File: src/sv/atu_pkg.sv
`timescale 1ns / 1ps
// ----------------------------------------------------------------------------
// atu_pkg
// Shared types and constants for the endpoint address table.
// ----------------------------------------------------------------------------
package atu_pkg;

    localparam int ENTRIES_DEF = 16;

    localparam int KIND_W  = 2;
    localparam int PORT_W  = 16;
    localparam int WORD_W  = 64;
    localparam int SLOT_W  = 4;
    localparam int COUNT_W = 5;

    // address kinds; "none" and the unused code never match
    localparam logic [KIND_W-1:0] KIND_V4 = 2'd1;
    localparam logic [KIND_W-1:0] KIND_V6 = 2'd2;

    localparam int IN_FIELDS_W  = KIND_W + PORT_W + 3 * WORD_W;
    localparam int IN_TDATA_W   = ((IN_FIELDS_W + 7) / 8) * 8;
    localparam int OUT_FIELDS_W = SLOT_W + 2 + COUNT_W;
    localparam int OUT_TDATA_W  = ((OUT_FIELDS_W + 7) / 8) * 8;

    // one endpoint; also the table word
    typedef struct packed {
        logic [WORD_W-1:0] ts;
        logic [WORD_W-1:0] lo;
        logic [WORD_W-1:0] hi;
        logic [PORT_W-1:0] port;
        logic [KIND_W-1:0] kind;
    } entry_t;

    // compare unit result for one table entry
    typedef struct packed {
        logic match;
        logic free;
        logic older;
    } cmp_t;

    typedef struct packed {
        logic [COUNT_W-1:0] count;
        logic               evicted;
        logic               hit;
        logic [SLOT_W-1:0]  slot;
    } result_t;

    typedef enum logic [1:0] {
        ST_IDLE,
        ST_SCAN,
        ST_DRAIN,
        ST_COMMIT
    } state_t;

endpackage

File: src/sv/atu_table.sv
`timescale 1ns / 1ps
// ----------------------------------------------------------------------------
// atu_table
// Entry memory, one write and one registered read port, with per-entry
// valid bits so that unwritten entries read as zero after reset.
// ----------------------------------------------------------------------------
module atu_table #(
    parameter int ENTRIES = atu_pkg::ENTRIES_DEF
) (
    input  logic                                        clk,
    input  logic                                        rst_n,
    input  logic                                        rd_en,
    input  logic [((ENTRIES > 1) ? $clog2(ENTRIES) : 1)-1:0] rd_addr,
    output atu_pkg::entry_t                             rd_entry,
    input  logic                                        wr_en,
    input  logic [((ENTRIES > 1) ? $clog2(ENTRIES) : 1)-1:0] wr_addr,
    input  atu_pkg::entry_t                             wr_entry
);

    atu_pkg::entry_t    mem [ENTRIES];
    logic [ENTRIES-1:0] valid_reg;
    atu_pkg::entry_t    rd_data_reg;
    logic               rd_valid_reg;

    always_ff @(posedge clk)
    begin
        if (wr_en)
        begin
            mem[wr_addr] <= wr_entry;
        end
        if (rd_en)
        begin
            rd_data_reg <= mem[rd_addr];
        end
    end

    always_ff @(posedge clk or negedge rst_n)
    begin
        if (!rst_n)
        begin
            valid_reg    <= '0;
            rd_valid_reg <= 1'b0;
        end
        else
        begin
            if (wr_en)
            begin
                valid_reg[wr_addr] <= 1'b1;
            end
            if (rd_en)
            begin
                rd_valid_reg <= valid_reg[rd_addr];
            end
        end
    end

    assign rd_entry = rd_valid_reg ? rd_data_reg : '0;

endmodule

File: src/sv/atu_cmp.sv
`timescale 1ns / 1ps
// ----------------------------------------------------------------------------
// atu_cmp
// Shared compare unit: checks one table entry against the request.
// ----------------------------------------------------------------------------
module atu_cmp (
    input  atu_pkg::entry_t                  item,
    input  atu_pkg::entry_t                  entry,
    input  logic                             in_window,
    input  logic                             first,
    input  logic [atu_pkg::WORD_W-1:0]       oldest,
    output atu_pkg::cmp_t                    result
);

    localparam int HALF_W = atu_pkg::WORD_W / 2;

    logic key_eq;
    logic v4_eq;
    logic v6_eq;

    assign key_eq = (entry.kind == item.kind) && (entry.port == item.port);
    // IPv4 lives in the upper half of the high word
    assign v4_eq  = (item.kind == atu_pkg::KIND_V4) &&
                    (entry.hi[atu_pkg::WORD_W-1:HALF_W] == item.hi[atu_pkg::WORD_W-1:HALF_W]);
    assign v6_eq  = (item.kind == atu_pkg::KIND_V6) &&
                    (entry.hi == item.hi) && (entry.lo == item.lo);

    always_comb
    begin
        result.match = in_window && key_eq && (v4_eq || v6_eq);
        result.free  = (entry.port == '0);
        result.older = first || (entry.ts <= oldest);
    end

endmodule

File: src/sv/atu_ctrl.sv
`timescale 1ns / 1ps
// ----------------------------------------------------------------------------
// atu_ctrl
// Scan sequencer: walks the table one entry per cycle through the compare
// unit, then picks the slot and writes the request back.
// ----------------------------------------------------------------------------
module atu_ctrl #(
    parameter int ENTRIES = atu_pkg::ENTRIES_DEF
) (
    input  logic                                        clk,
    input  logic                                        rst_n,
    input  logic                                        in_valid,
    output logic                                        in_ready,
    input  atu_pkg::entry_t                             in_item,
    output logic                                        rd_en,
    output logic [((ENTRIES > 1) ? $clog2(ENTRIES) : 1)-1:0] rd_addr,
    input  atu_pkg::entry_t                             rd_entry,
    output logic                                        wr_en,
    output logic [((ENTRIES > 1) ? $clog2(ENTRIES) : 1)-1:0] wr_addr,
    output atu_pkg::entry_t                             wr_entry,
    output logic                                        res_valid,
    input  logic                                        res_ready,
    output atu_pkg::result_t                            res
);

    localparam int IW = (ENTRIES > 1) ? $clog2(ENTRIES) : 1;
    localparam int CW = $clog2(ENTRIES + 1);
    localparam logic [IW-1:0] LAST_IDX  = IW'(ENTRIES - 1);
    localparam logic [CW-1:0] FULL_CNT  = CW'(ENTRIES);

    atu_pkg::state_t             state_reg, state_next;
    atu_pkg::entry_t             item_reg;
    logic [IW-1:0]               rd_idx_reg, rd_idx_next;
    logic                        cmp_vld_reg;
    logic [IW-1:0]               cmp_idx_reg;
    logic                        match_found_reg, match_found_next;
    logic [IW-1:0]               match_idx_reg, match_idx_next;
    logic                        free_found_reg, free_found_next;
    logic [IW-1:0]               free_idx_reg, free_idx_next;
    logic [atu_pkg::WORD_W-1:0]  oldest_reg, oldest_next;
    logic [IW-1:0]               best_idx_reg, best_idx_next;
    logic [CW-1:0]               count_reg, count_next;
    atu_pkg::cmp_t               cmp;
    logic                        accept;
    logic                        commit;
    logic [IW-1:0]               slot;
    logic                        was_free;

    atu_cmp u_cmp (
        .item      (item_reg),
        .entry     (rd_entry),
        .in_window (CW'(cmp_idx_reg) < count_reg),
        .first     (cmp_idx_reg == '0),
        .oldest    (oldest_reg),
        .result    (cmp)
    );

    // next state
    always_comb
    begin
        state_next = state_reg;
        case (state_reg)
            atu_pkg::ST_IDLE:
            begin
                if (in_valid)
                begin
                    state_next = atu_pkg::ST_SCAN;
                end
            end
            atu_pkg::ST_SCAN:
            begin
                if (rd_idx_reg == LAST_IDX)
                begin
                    state_next = atu_pkg::ST_DRAIN;
                end
            end
            atu_pkg::ST_DRAIN:
            begin
                state_next = atu_pkg::ST_COMMIT;
            end
            atu_pkg::ST_COMMIT:
            begin
                if (res_ready)
                begin
                    state_next = atu_pkg::ST_IDLE;
                end
            end
            default:
            begin
                state_next = atu_pkg::ST_IDLE;
            end
        endcase
    end

    // state outputs
    always_comb
    begin
        in_ready = 1'b0;
        rd_en    = 1'b0;
        commit   = 1'b0;
        case (state_reg)
            atu_pkg::ST_IDLE:   in_ready = 1'b1;
            atu_pkg::ST_SCAN:   rd_en    = 1'b1;
            atu_pkg::ST_DRAIN:  ;
            atu_pkg::ST_COMMIT: commit   = res_ready;
            default:            ;
        endcase
    end

    assign accept = in_ready && in_valid;

    // match wins, then the first free slot, then the oldest entry
    assign slot     = match_found_reg ? match_idx_reg :
                      (free_found_reg ? free_idx_reg : best_idx_reg);
    assign was_free = match_found_reg ? (item_reg.port == '0) : free_found_reg;

    always_comb
    begin
        rd_idx_next      = rd_idx_reg;
        match_found_next = match_found_reg;
        match_idx_next   = match_idx_reg;
        free_found_next  = free_found_reg;
        free_idx_next    = free_idx_reg;
        oldest_next      = oldest_reg;
        best_idx_next    = best_idx_reg;
        count_next       = count_reg;

        if (accept)
        begin
            rd_idx_next      = '0;
            match_found_next = 1'b0;
            free_found_next  = 1'b0;
        end
        if (rd_en && (rd_idx_reg != LAST_IDX))
        begin
            rd_idx_next = rd_idx_reg + 1'b1;
        end
        if (cmp_vld_reg)
        begin
            if (cmp.match && !match_found_reg)
            begin
                match_found_next = 1'b1;
                match_idx_next   = cmp_idx_reg;
            end
            if (cmp.free && !free_found_reg)
            begin
                free_found_next = 1'b1;
                free_idx_next   = cmp_idx_reg;
            end
            // ties go to the later index
            if (cmp.older)
            begin
                oldest_next   = rd_entry.ts;
                best_idx_next = cmp_idx_reg;
            end
        end
        if (commit && was_free && (count_reg != FULL_CNT))
        begin
            count_next = count_reg + 1'b1;
        end
    end

    always_ff @(posedge clk or negedge rst_n)
    begin
        if (!rst_n)
        begin
            state_reg       <= atu_pkg::ST_IDLE;
            rd_idx_reg      <= '0;
            cmp_vld_reg     <= 1'b0;
            match_found_reg <= 1'b0;
            free_found_reg  <= 1'b0;
            count_reg       <= '0;
        end
        else
        begin
            state_reg       <= state_next;
            rd_idx_reg      <= rd_idx_next;
            cmp_vld_reg     <= rd_en;
            match_found_reg <= match_found_next;
            free_found_reg  <= free_found_next;
            count_reg       <= count_next;
        end
    end

    always_ff @(posedge clk)
    begin
        if (accept)
        begin
            item_reg <= in_item;
        end
        cmp_idx_reg   <= rd_idx_reg;
        match_idx_reg <= match_idx_next;
        free_idx_reg  <= free_idx_next;
        oldest_reg    <= oldest_next;
        best_idx_reg  <= best_idx_next;
    end

    assign rd_addr  = rd_idx_reg;
    assign wr_en    = commit;
    assign wr_addr  = slot;
    assign wr_entry = item_reg;

    assign res_valid   = commit;
    assign res.slot    = atu_pkg::SLOT_W'(slot);
    assign res.hit     = match_found_reg;
    assign res.evicted = !match_found_reg && !free_found_reg;
    assign res.count   = atu_pkg::COUNT_W'(count_next);

endmodule

File: src/sv/address_table_update_oldest_replace.sv
`timescale 1ns / 1ps
// The scan reads one table entry per cycle through the single read port and the
// shared compare unit; a new request is taken only after the previous one has
// been written back, which waits until the output register can take its result;
// a result held in the output register does not block the next request.
// Reset: asynchronous, clears the valid bits of all entries (reading as free,
// all zero) and the occupied count at once; no clearing pass.
// ----------------------------------------------------------------------------
// address_table_update_oldest_replace
// Endpoint table update with match, first-free or oldest-entry replacement.
// ----------------------------------------------------------------------------
module address_table_update_oldest_replace #(
    parameter int ENTRIES = atu_pkg::ENTRIES_DEF
) (
    input  logic                           clk,
    input  logic                           rst_n,
    input  logic                           s_axis_tvalid,
    output logic                           s_axis_tready,
    // kind[1:0], port[17:2], addr_hi[81:18], addr_lo[145:82],
    // time_stamp[209:146], zero pad above
    input  logic [atu_pkg::IN_TDATA_W-1:0] s_axis_tdata,
    output logic                           m_axis_tvalid,
    input  logic                           m_axis_tready,
    // slot[3:0], hit[4], evicted[5], valid_count[10:6], zero pad above
    output logic [atu_pkg::OUT_TDATA_W-1:0] m_axis_tdata
);

    localparam int IW = (ENTRIES > 1) ? $clog2(ENTRIES) : 1;

    atu_pkg::entry_t  in_item;
    atu_pkg::entry_t  rd_entry;
    atu_pkg::entry_t  wr_entry;
    logic             rd_en;
    logic [IW-1:0]    rd_addr;
    logic             wr_en;
    logic [IW-1:0]    wr_addr;
    logic             res_valid;
    logic             res_ready;
    atu_pkg::result_t res;
    atu_pkg::result_t m_data_reg;
    logic             m_valid_reg;

    assign in_item.kind = s_axis_tdata[1:0];
    assign in_item.port = s_axis_tdata[17:2];
    assign in_item.hi   = s_axis_tdata[81:18];
    assign in_item.lo   = s_axis_tdata[145:82];
    assign in_item.ts   = s_axis_tdata[209:146];

    atu_table #(
        .ENTRIES (ENTRIES)
    ) u_table (
        .clk      (clk),
        .rst_n    (rst_n),
        .rd_en    (rd_en),
        .rd_addr  (rd_addr),
        .rd_entry (rd_entry),
        .wr_en    (wr_en),
        .wr_addr  (wr_addr),
        .wr_entry (wr_entry)
    );

    atu_ctrl #(
        .ENTRIES (ENTRIES)
    ) u_ctrl (
        .clk       (clk),
        .rst_n     (rst_n),
        .in_valid  (s_axis_tvalid),
        .in_ready  (s_axis_tready),
        .in_item   (in_item),
        .rd_en     (rd_en),
        .rd_addr   (rd_addr),
        .rd_entry  (rd_entry),
        .wr_en     (wr_en),
        .wr_addr   (wr_addr),
        .wr_entry  (wr_entry),
        .res_valid (res_valid),
        .res_ready (res_ready),
        .res       (res)
    );

    // output register
    assign res_ready = !m_valid_reg || m_axis_tready;

    always_ff @(posedge clk or negedge rst_n)
    begin
        if (!rst_n)
        begin
            m_valid_reg <= 1'b0;
        end
        else if (res_ready)
        begin
            m_valid_reg <= res_valid;
        end
    end

    always_ff @(posedge clk)
    begin
        if (res_valid && res_ready)
        begin
            m_data_reg <= res;
        end
    end

    assign m_axis_tvalid = m_valid_reg;
    assign m_axis_tdata  = atu_pkg::OUT_TDATA_W'(m_data_reg);

endmodule

File: config.mk
export PLATFORM = sky130hd
export DESIGN_NAME = address_table_update_oldest_replace
export DESIGN_NICKNAME = d
export VERILOG_FILES = /design/src/sv/atu_pkg.sv /design/src/sv/atu_table.sv /design/src/sv/atu_cmp.sv /design/src/sv/atu_ctrl.sv /design/src/sv/address_table_update_oldest_replace.sv
export SDC_FILE = /design/constraint.sdc
export NUM_CORES = 2
export LEC_CHECK = 0
export BUFFER_PORTS_ARGS = -buffer_cell sky130_fd_sc_hd__buf_2
export CAP_MARGIN = 10
export CORE_MARGIN = 2
export CORE_UTILIZATION = 56
export CTS_CLUSTER_DIAMETER = 60
export DETAILED_ROUTE_END_ITERATION = 10
export PLACE_DENSITY = 0.75
export SLEW_MARGIN = 20
export SYNTH_ARGS = -nofsm -noshare
export SYNTH_HDL_FRONTEND = slang
export SYNTH_SLANG_ARGS = --single-unit
export TNS_END_PERCENT = 1
File: constraint.sdc
create_clock -name clk -period 10.9 [get_ports clk]
set_clock_uncertainty 0.2 [all_clocks]
set_input_delay 0.545 -clock clk [delete_from_list [all_inputs] [get_ports clk]]
set_output_delay 0.545 -clock clk [all_outputs]
set_load 0.02 [all_outputs]
## Word level (Yosys, flattened, before mapping)

Memories as Yosys holds them, arrays and structs flattened. A register that Yosys moved wholly into a read port is not among the register bits.
Index checks and enable logic that the tools add are counted.

| storage, ports and cells | value |
|---|---|
| latch bits | 0 |
| word-level logic and storage cells | 104 |
| bits in read-only memories | 0 |
| bits in writable memories | 3360 |
| bits of input ports | 220 |
| register bits after elaboration | 333 |
| memories kept | 1 |

| cells by class | value |
|---|---|
| div/mod/pow operators | 0 |
| bitwise logic cells | 1 |
| multipliers | 0 |
| reductions and logical operators | 30 |
| magnitude comparators | 5 |
| shift-type cells | 0 |
| $add $sub $neg | 2 |
| eq/ne operators | 16 |
| muxes and demuxes | 26 |

Memories:

| memory | depth | width | read ports | clocked after Yosys merged registers in | wr ports | RTL line | text |
|---|---|---|---|---|---|---|---|
| u_table.mem | 16 | 210 | 1 | 1 | 1 | atu_table.sv:20 | `atu_pkg::entry_t mem [ENTRIES];` |

Operators with widths:

| operator | count |
|---|---|
| two-way mux 210 bit | 1 |
| equality test 64 bit | 2 |
| less-or-equal comparator 64 bit | 1 |
| equality test 32 bit | 1 |
| zero test 16 bit | 2 |
| equality test 16 bit | 1 |
| two-way mux 4 bit | 4 |
| OR 16 bit | 1 |
| logical AND 1 bit | 15 |
| two-way mux 1 bit | 14 |
| less-than comparator 4 x 5 -> 1 bit, second input constant | 2 |
| case mux 2 bit (4 select lines) | 1 |
| equality test 2 bit, second input constant | 3 |
| two-way mux 2 bit | 3 |
| AND reduction 2 bit | 3 |
| adder 5 x 1 -> 5 bit, second input constant | 1 |
| less-than comparator 4 x 5 -> 1 bit | 1 |
| two-way mux 5 bit | 1 |
| != test 5 bit, second input constant | 1 |
| adder 4 x 1 -> 4 bit, second input constant | 1 |
| binary-select mux 1 bit (select 4 bit) | 1 |
| demux 1 bit (select 4 bit) | 1 |
| equality test 2 x 1 -> 1 bit, second input constant | 2 |
| equality test 4 bit, second input constant | 1 |
| other kinds (11) | 16 |

## Longest topological paths before layout

| depth | value |
|---|---|
| depth in word-level cells | 9 |
| gate-level depth with buffers | 14 |

## Hierarchy

From an unflattened synthesis, not the netlist that was laid out.

| unflattened totals | value |
|---|---|
| cells, all modules | 6313 |
| area, all modules | 148394.8 sq um |

By module, submodules not included:

| module | area an instance (sq um) | cells each | times used |
|---|---|---|---|
| atu_table | 134768.0 | 5404 | 1 |
| atu_ctrl | 9719.3 | 402 | 1 |
| atu_cmp | 3482.1 | 486 | 1 |
| address_table_update_oldest_replace | 425.4 | 21 | 1 |

## Worst setup path before layout

OpenSTA, ideal clock, no wires.

| timing path | value |
|---|---|
| path type | reg-to-reg |
| start point | reg u_ctrl.free_found_reg |
| end point | reg u_table.valid_reg[0] |
| data required time | 10.578 ns |
| library setup time | 0.122 ns |
| clock period less this slack | 11.180 ns |
| data arrival time | 10.859 ns |
| stages on the path, launching flop included | 8 |
| slack | -0.280 ns |
| cells stage by stage | dfrtp_1 -> clkbuf_1 -> mux2i_1 -> nor2_1 -> a21oi_1 -> nand3_1 -> nor2_1 -> or2_2 |

| between the ends | value |
|---|---|
| cells in the longest elaborated chain, start to end | 7 |
| elaborated cells on any way between the ends | 8 |
| classes of those cells | order compare: 2; mux: 4; bitwise: 1; reduce/logical: 1 |

RTL lines:

| element | RTL line | text |
|---|---|---|
| start, declared | atu_ctrl.sv:38 | `logic free_found_reg, free_found_next;` |
| start signal, assigned | atu_ctrl.sv:180 | `free_found_reg <= free_found_next;` |
| two-way mux 4 bit * | atu_ctrl.sv:114 | `(free_found_reg ? free_idx_reg : best_idx_reg);` |
| two-way mux 4 bit * | atu_ctrl.sv:113 | `assign slot = match_found_reg ? match_idx_reg :` |
| less-than comparator 4 x 5 -> 1 bit (not written as such) / >= comparator 4 x 1 -> 1 bit (equally long branches) | atu_table.sv:48 | `valid_reg[wr_addr] <= 1'b1;` |
| logical AND 1 bit (not written as such) | atu_table.sv:48 |  |
| two-way mux 1 bit (not written as such) | atu_table.sv:48 |  |
| demux 1 bit (select 4 bit) * | n/a |  |
| OR 16 bit (no source line) * | n/a |  |
| end signal, assigned | atu_table.sv:41 | `valid_reg <= '0;` |
| end signal, assigned by index | atu_table.sv:48 |  |
| end, declared | atu_table.sv:21 | `logic [ENTRIES-1:0] valid_reg;` |

Every way passes the cells marked *; elsewhere a longest branch is shown, timed or not.
A chain may end at the register's enable or synchronous reset.

==> out/results.ini <==
[place]
placed_cells = 11027
hpwl_microns = 174100
gp_congestion = 0.9113
dp_slack_ns = 5.587
io_buffers = 226

[floorplan]
dieHeight_microns = 520.9
start_util_pct = 56.34
design.portCount = 238
die_area_sq_mm = 0.2713
coreArea_sq_mm = 0.2656
rows = 189
die_w_microns = 520.9

[routing]
wl_microns = 365800
viasPerCell = 6.551
ant_nets = 0
dr.pass1.iters = 8
drt_iter0_markers = 10208
vias = 78250
wl_per_cell_microns = 30.62
drcViolationCount = 0

[power]
netSwitchingFraction_pct = 28.90
p_int_mw = 29.70
switchingPower_mw = 12.07
p_total_mw = 41.77
power_density_mw_per_mm2 = 246.6
clkPwrFrac_pct = 30.8
vdd_ir_drop_max_v = 0.0002825
power_frac_seq_pct = 48.3
p_leak_nw = 55.64
comb_power_share_pct = 20.9

[timing]
final-hold-violation-count = 0
maxSlewHeadroom_pct = 22.43
whs_ns = 0.03548
max_freq_mhz = 185.4
drv_slew = 0
period_share_pct = 49.49
period_minus_slack_ns = 5.394
rsz0062_at_grt = false
setup_ws_ns = 5.506
tightestPinTransition_ns = 1.161
setup_violations = 0

[cts]
clk_pin_slew_ns = 0.06
cts_buffers = 395
cts_tree = built
h-tree-depth = 5
cts_sinks = 3903
cts_root_buf = clkbuf_16
cts_setup_buffers = 0
ctsLongestPathBuffers = 4
clock_latency_ns = 0.99

[grt]
grt_start_max_net_pins = 152
grt_usage_pct = 26.73
grt_pass1_vias = 79206
grt.overflow.total = 0
grt_antenna_before_repair = 14
grt_pass1_wl_microns = 529600

[logic_synthesis]
synth_warnings = 0
synth.area.top_cells = edfxtp_1 (78%), mux4_2 (6.4%), mux2i_1 (5.7%)
synth_common_cells = edfxtp_1 (3,867), mux2i_1 (847), a221oi_1 (426)
syn_inst = 7531
ys.flop_type = edfxtp_1
avgSynthCellArea_sq_um = 19.87
synth_seq_cells = 3903
synth_cell_types = 70
ys_seq_area_share_pct = 78.20
syn-cell-area_sq_mm = 0.1496
yosysMostFrequentCell = edfxtp_1
synth_edf_count = 3867
yosysTopAreaCellShare_pct = 77.61
ys_async_sr_fraction_pct = 0.8199
yosys.area.top_type = edfxtp_1

[cells_and_area]
fill_cells = 17137
syn2layout_area_growth_pct = 13.22
register_area_sq_mm = 0.1170
largest_reg_flops = 3360
nets = 8406
drive_gt1_share_pct = 15.98
final_cell_count_no_fill = 11944
multiInputGateArea_sq_mm = 0.03058

[critical_path]
endpoint_kind = flip-flop
crit_required_ns = 11.39
worst_ep_arrival_time_ns = 5.89
worstSetupStartpointType = flip-flop
worstSetupPathType = flip-flop to flip-flop
path_max_fanout = 151

[run_status]
status = complete, no violations

[run]
cap_violations = 0

[hold_path]
min_path_type = input pin to async pin

## cells in the final DEF (no fill, tap or decap), types with 157 or more instances in the layout
| master | netlist | routed |
|---|---|---|
| edfxtp_1 | 3867 | 3867 |
| mux2i_1 | 847 | 847 |
| a221oi_1 | 426 | 426 |
| mux4_2 | 423 | 423 |
| clkbuf_16 | 0 | 397 |
| nand2_1 | 257 | 257 |
| o21ai_0 | 247 | 247 |
| buf_2 | 142 | 226 |
| dlygate4sd3_1 | 0 | 219 |
| a22oi_1 | 212 | 212 |
| inv_1 | 158 | 157 |
## layer usage
metal	track usage [%]	part of all wire, %	vias to the layer above
li1	-	-	32361
met1	37.16	38	40469
met2	43.40	49	4668
met3	4.803	10	750
met4	8.632	3.1	2
met5	0	0.0036	-
## worst paths after layout
check | from | slack [ns] | cells past startpoint | endpoint
worst min-delay path | rst_n | 0.04 | 2 | u_ctrl.match_found_reg
worst max register to register | u_ctrl.rd_addr[1] | 5.51 | 7 | u_table.rd_data_reg[35]
min in group clk | s_axis_tdata[87] | 0.07 | 2 | u_ctrl.wr_entry[87]
max in group asynchronous | rst_n | 9.51 | 3 | u_ctrl.count_reg[4]
worst min register to register | u_table.valid_reg[12] | 0.27 | 1 | u_table.valid_reg[12]
worst max-delay path | u_ctrl.rd_addr[1] | 5.51 | 7 | u_table.rd_data_reg[35]
## layout make-up
| type | count | share of cell area (%) |
|---|---|---|
| Tap cell | 3533 | 2.609 |
| Sequential cell | 3903 | 69.08 |
| Antenna cell | 3 | 0.004431 |
| Timing Repair Buffer | 556 | 2.731 |
| Clock buffer | 475 | 6.043 |
| Clock inverter | 218 | 1.123 |
| Inverter | 160 | 0.3634 |
| Multi-Input combinational cell | 3096 | 18.05 |
## power groups by stage
stage,registers (mW),clock network [mW],logic [mW]
6_report,20.2,12.9,8.72
2_1_floorplan,20.0,0,6.25
4_1_cts,20.1,13.0,8.70
3_3_place_gp,20.3,0,8.40
5_1_grt,20.3,13.6,9.33
3_5_place_dp,20.4,0,8.58
## repair_timing
| item | CTS | global route |
|---|---|---|
| gates resized for setup | 0 | 0 |
| hold buffers | 219 | 0 |
| endpoints found under the hold margin | 246 | 0 |
## worst max-delay path: stages, from the launching register on
cell and delay, ns:
dfrtp_4 0.95, buf_4 0.77, and2_4 0.72, buf_12 0.75, buf_12 0.79, a221oi_1 0.32, o21ai_0 0.24, nand2_1 0.07
## through the flow
step	utilization, %	cell area [sq um]	setup TNS (ns)
2_1_floorplan	-	149700	-170.75
4_1_cts	63.77	169300	0
5_1_grt	63.79	169400	0
3_5_place_dp	58.37	155000	0
3_3_place_gp	58.37	155000	0
6_report	63.79	169400	0
## cells by family after synthesis
group | count (synthesis) | synth area share [%]
adders and majority gates | 74 | 0.6188
other | 1 | 0.002506
and+or+nand+nor | 639 | 2.172
buffers and inverters | 536 | 1.486
AOI/OAI and AO/OA | 1073 | 5.287
DFF | 3903 | 78.20
xor gates and xnor gates | 35 | 0.2049
muxes | 1270 | 12.03
(Power assumes the default switching activity.)
